$ cat src/rtl/sbe_isqrt.sv
// ----------------------------------------------------------------------------
// sbe_isqrt: iterative integer square root
// Truncated square root of a 64-bit value, one result bit per cycle.
// ----------------------------------------------------------------------------
module sbe_isqrt (
  input  logic        clk,
  input  logic        rst_n,
  input  logic        start,
  input  logic [63:0] value,
  output logic        done,
  output logic [31:0] root
);

  logic [63:0] v_r;
  logic [63:0] r_r;
  logic [63:0] bit_r;
  logic [4:0]  cnt_r;
  logic        active_r;
  logic        done_r;
  logic [63:0] trial;

  assign trial = r_r + bit_r;

  always_ff @(posedge clk) begin
    if (!rst_n) begin
      active_r <= 1'b0;
      done_r   <= 1'b0;
    end else begin
      done_r <= 1'b0;
      if (start) begin
        active_r <= 1'b1;
        cnt_r    <= 5'd31;
        v_r      <= value;
        r_r      <= '0;
        bit_r    <= 64'd1 << 62;
      end else if (active_r) begin
        if (v_r >= trial) begin
          v_r <= v_r - trial;
          r_r <= (r_r >> 1) + bit_r;
        end else begin
          r_r <= r_r >> 1;
        end
        bit_r <= bit_r >> 2;
        if (cnt_r == 5'd0) begin
          active_r <= 1'b0;
          done_r   <= 1'b1;
        end
        cnt_r <= cnt_r - 5'd1;
      end
    end
  end

  assign done = done_r;
  assign root = r_r[31:0];

endmodule

$ cat config.mk
export PLATFORM = sky130hd
export DESIGN_NAME = sbe_isqrt
export DESIGN_NICKNAME = d
export VERILOG_FILES = /design/src/rtl/sbe_isqrt.sv
export SDC_FILE = /design/constraint.sdc
export NUM_CORES = 1
export LEC_CHECK = 0
export BUFFER_PORTS_ARGS = -buffer_cell sky130_fd_sc_hd__buf_2
export CORE_UTILIZATION = 27
export DETAILED_ROUTE_END_ITERATION = 12
export SYNTH_ARGS = -nofsm -noshare
export SYNTH_HDL_FRONTEND = slang
export SYNTH_SLANG_ARGS = --single-unit
$ cat constraint.sdc
create_clock -name clk -period 11.3 [get_ports clk]
set_input_delay 2.26 -clock clk [delete_from_list [all_inputs] [get_ports clk]]
set_output_delay 2.26 -clock clk [all_outputs]
set_load 0.03 [all_outputs]
* Yosys cells after proc, flatten, opt, wreduce, memory -nomap -nowiden
Index checks and enable logic that the tools add are counted.
** Operators by class
- Add/subtract/negate cells :: 4
- Magnitude comparators :: 1
- Multiplexer cells :: 11
- Bitwise logic cells :: 2
- Reduce and logical (&&, ||, !) cells :: 6
** Operator list (number)
- two-way mux 64 bit :: 5
- adder 63 x 63 -> 64 bit :: 1
- adder 64 x 63 -> 64 bit :: 1
- greater-or-equal comparator 64 bit :: 1
- subtractor 64 bit :: 1
- two-way mux 63 bit :: 1
- logical NOT 5 bit :: 1
- two-way mux 5 bit :: 1
- subtractor 5 x 1 -> 5 bit, second input constant :: 1
- two-way mux 1 bit :: 4
- nonzero test 2 bit :: 2
- AND reduction 3 bit :: 1
- OR reduction 3 bit :: 1
- NOT 1 bit :: 2
- AND reduction 2 bit :: 1
** Word-level totals
- Flip-flop bits (word level) :: 167
- Bits of input ports :: 67
- Output and inout port bits :: 33
- Logic and storage cells :: 30

* Depth between registers and ports, before layout
- Word-level depth :: 5
- Mapped depth :: 25
- Mapped depth without buffers :: 23

* Worst setup path after synthesis
No wires, ideal clock.
- Path kind :: register to register
- Start point :: reg r_r[18]
- End point :: reg v_r[0], enable pin
- Setup time :: 0.507 ns
- Data arrival time :: 7.368 ns
- Required time :: 10.793 ns
- Path slack :: 3.425 ns
- Stages on the path, launching flop included :: 21
- Buffers on the path :: 1
- Period minus slack after synthesis :: 7.875 ns
- Path through :: edfxtp_1 > ha_1 > nand4_1 > or4_1 > a211oi_2 > o21ai_2 > o211ai_4 > a21oi_2 > o41ai_2 > a31oi_1 > xor2_1 > ha_1 > a21oi_1 > o21ai_0 > a21oi_1 > a21oi_1 > o21a_1 > o21a_1 > a311oi_2 > buf_2 > a21oi_1
** On the way
- Longest elaborated chain between the ends :: 4
** Ends and longest elaborated chain
- start: declaration :: line 15 : logic [63:0] r_r;
- start signal: assignment :: line 39 : r_r <= (r_r >> 1) + bit_r;
- start signal: assignment :: line 41 : r_r <= r_r >> 1;
- adder 64 x 63 -> 64 bit :: line 22 : assign trial = r_r + bit_r;
- greater-or-equal comparator 64 bit :: line 37 : if (v_r >= trial) begin
- nonzero test 2 bit (no source line)
- AND reduction 3 bit (no source line)
- end signal: assignment :: line 33 : v_r <= value;
- end signal: assignment :: line 38 : v_r <= v_r - trial;
- end: declaration :: line 14 : logic [63:0] v_r;
No other way between the ends.
A chain may end at the register's enable or synchronous reset.

* Final worst setup path
- Start point :: reg r_r[18]
- End point :: reg v_r[1], enable pin
The elaborated chain is that of the path after synthesis.

==> impl_metrics.toml <==
[run_status]
status = "finished clean"

[yosys]
synth_fa_ha_area_frac = 0.1061
ys.flop_type = "edfxtp_1"
synth-edff-count = 165
synth-compound-area-share = 0.2421
synth_mux_area_frac = 0.005120
synth_top_family_by_area = "compound AO/OA/AOI/OAI gates"
syn_nets = 1978
synth.top_cells.by_area = "edfxtp_1, ha_1, nand2_1"
syn_avg_cell_area_um2 = 8.792
yosysUniqueCellTypes = 86
synthCells = 1779
synth_top_area_share = 0.3168
ys_seq_area_frac = 0.3193
ys_ff_latch = 167
synth_simple_gate_area_share = 0.1825
synthXorXnorAreaFrac = 0.09855
synth_warnings = 0
yosysTopAreaCell = "edfxtp_1"
ys_async_sr_fraction = 0
netlist_area_mm2 = 0.01564

[pwr]
p_seq_frac = 0.306
power_density_mw_per_mm2 = 165.5
power_mw = 2.836
comb_power_share = 0.486
intPower_mw = 1.635
ir_drop_mv = 0.1238
total_leakage_power_nw = 6.326
p_sw_mw = 1.201
p_sw_frac = 0.4235
power.share.clock = 0.208

[critical_path]
cp_slowest_cell = "buf_4"
end_kind = "flip-flop"
critPathMaxStageDelay_ns = 0.68
r2r_cells = 21
crit_path_start_kind = "flip-flop"
r2r_setup_slack_ns = 4.64
cp_cell_sequence = "ha_1 > nand4_1 > or4_1 > a211oi_2 > o21ai_2 > o211ai_4 > a21oi_2 > o21ai_1 > a31oi_1 > xor2_1 > ha_1 > a21o_1 > a21o_1 > a21oi_1 > o21ai_0 > o21a_1 > o21a_1 > a311oi_4 > buf_4 > a21oi_4 > buf_4"
worstPathMaxFanout = 64
required_ns = 11.38
worstPathArrival_ns = 6.74
worstSetupPathType = "flip-flop to flip-flop"

[die]
fp.dieW_um = 242.7
initial_core_util = 0.2753
die_area_mm2 = 0.05890
die_h_um = 242.7
io_pins = 100
core-area_mm2 = 0.05682
rows = 87

[placed_design]
placed_cell_area_mm2 = 0.01658
port_buffers = 99
place_congestion = 0.9186
hpwlAfterDp_um = 34360

[finish]
final_common_cell = "nand2_1"
layout.nets = 1999
antenna_cells = 0
regArea_mm2 = 0.004995
final_cell_mix = "nand2_1, edfxtp_1, nor2_1"
final_area_mm2 = 0.01714
syn_to_final_growth_pct = 9.567
drive_above_1_share = 0.1208
multi_input_area_mm2 = 0.009947
n_fill_cell = 6056

[detailed_routing]
vias = 13520
routed_via_density = 5.264
drc_errors = 0
wl_um = 44470
drtIter0Drc = 930
avgRoutedWirePerCell_um = 17.31
antenna_left = 0
dr.pass1.iters = 5

[global_route]
grt_pass1_wl_um = 70640
met3_usage = 0.02433
grtUsageMet2 = 0.2606
antenna_found_initial = 2
gr-total-overflow = 0
first_global_vias = 13000
grt_max_degree = 86
grt-busiest-layer = "met2"
grt_usage = 0.1491
use_met1 = 0.1912

[sta]
slew_headroom = 0.3596
rsz0062_at_grt = "no"
whs_ns = 0.4782
drv_slew = 0
period_share = 0.5895
finalHoldViolCount = 0
clock_skew_ns = 0.01319
fin_crit_ns = 6.661
timing.fmax_mhz = 150.1
finalSetupTns_ns = 0
setup_viol = 0
worstMarginPinSlew_ns = 0.9606

[clock_network]
clkTransAtPathRegs_ns = 0.07
cts_tree = "yes"
htreeDepth = 4
clk_latency_ns = 0.46
postCtsSetupRepairBufs = 0
postCtsHoldBufs = 0
root_buffer = "clkbuf_16"
ctsResizeCount = 0
cts_made_buffers = 17
clock-sinks = 167
clk_path_buf_depth = 2

[min_path]
hold_depth = 1
hold_path.class = "flip-flop to flip-flop"

[run]
drv_cap = 0
[sequential cells by signal (all words and copies together) (netlist names)]
name / flops
r_r: 64
active_r: 1
done: 1
cnt_r: 5
v_r: 64
bit_r: 32
[critical path, delay by kind of cell, from the launching register on]
family                   cells  cell delay (ns)
AO/OA/AOI/OAI               14             2.79
buffers and inverters        2             0.94
adder cells (fa/ha/maj)      2             0.91
AND/OR/NAND/NOR              2             0.80
flip-flops                   1             0.51
XOR/XNOR                     1             0.19
[cells in the mapped netlist (40+ instances only)]
| library cell | number |
|---|---|
| nand2_1 | 230 |
| edfxtp_1 | 165 |
| nor2_1 | 135 |
| ha_1 | 131 |
| o21ai_0 | 130 |
| a21oi_1 | 106 |
| xor2_1 | 94 |
| xnor2_1 | 82 |
| a31oi_1 | 72 |
| nor2b_1 | 56 |
| clkbuf_1 | 49 |
| a21o_1 | 48 |
| nand4_1 | 40 |
[routing by layer]
metal,share of wire,routed length (µm)
met1,0.44,19710
met2,0.49,21950
met3,0.050,2243
met4,0.012,535
met5,0.00063,28
[layout make-up]
type                    instances  area share
clock buffers                  20     0.02548
clock inverters                12    0.006863
inverters                      37    0.008250
multi-input cells            1471      0.5804
flip-flops and latches        167      0.2915
well taps                     756     0.05519
repair buffers                106     0.03234
[per-stage QoR]
step                      utilization  cells  worst slack [ns]
after floorplan                     -   1779             3.425
final                          0.3016   2569             4.639
after detailed placement       0.2918   2537             4.737
after global placement         0.2918   2537             4.803
after global routing           0.3016   2569             4.270
after CTS                      0.3016   2569             4.701
[power groups by stage]
stage	clock, mW	combinational [mW]	sequential [mW]
after floorplan	0	1.10	0.850
after global placement	0	1.35	0.881
after detailed placement	0	1.37	0.882
after CTS	0.601	1.38	0.870
after global routing	0.624	1.52	0.878
final	0.589	1.38	0.868
[path summary, 6_finish.rpt]
path,to,start
worst max-delay path,v_r[1],r_r[18]
worst max register to register,v_r[1],r_r[18]
worst min register to register,done,active_r
worst min-delay path,done,active_r
[cell families after synthesis]
| family | after synthesis |
|---|---|
| AO/OA/AOI/OAI | 556 |
| XOR/XNOR | 176 |
| adder cells (fa/ha/maj) | 132 |
| buffers and inverters | 141 |
| flip-flops | 167 |
| multiplexers | 7 |
| AND/OR/NAND/NOR | 600 |
(Power assumes the default switching activity.)
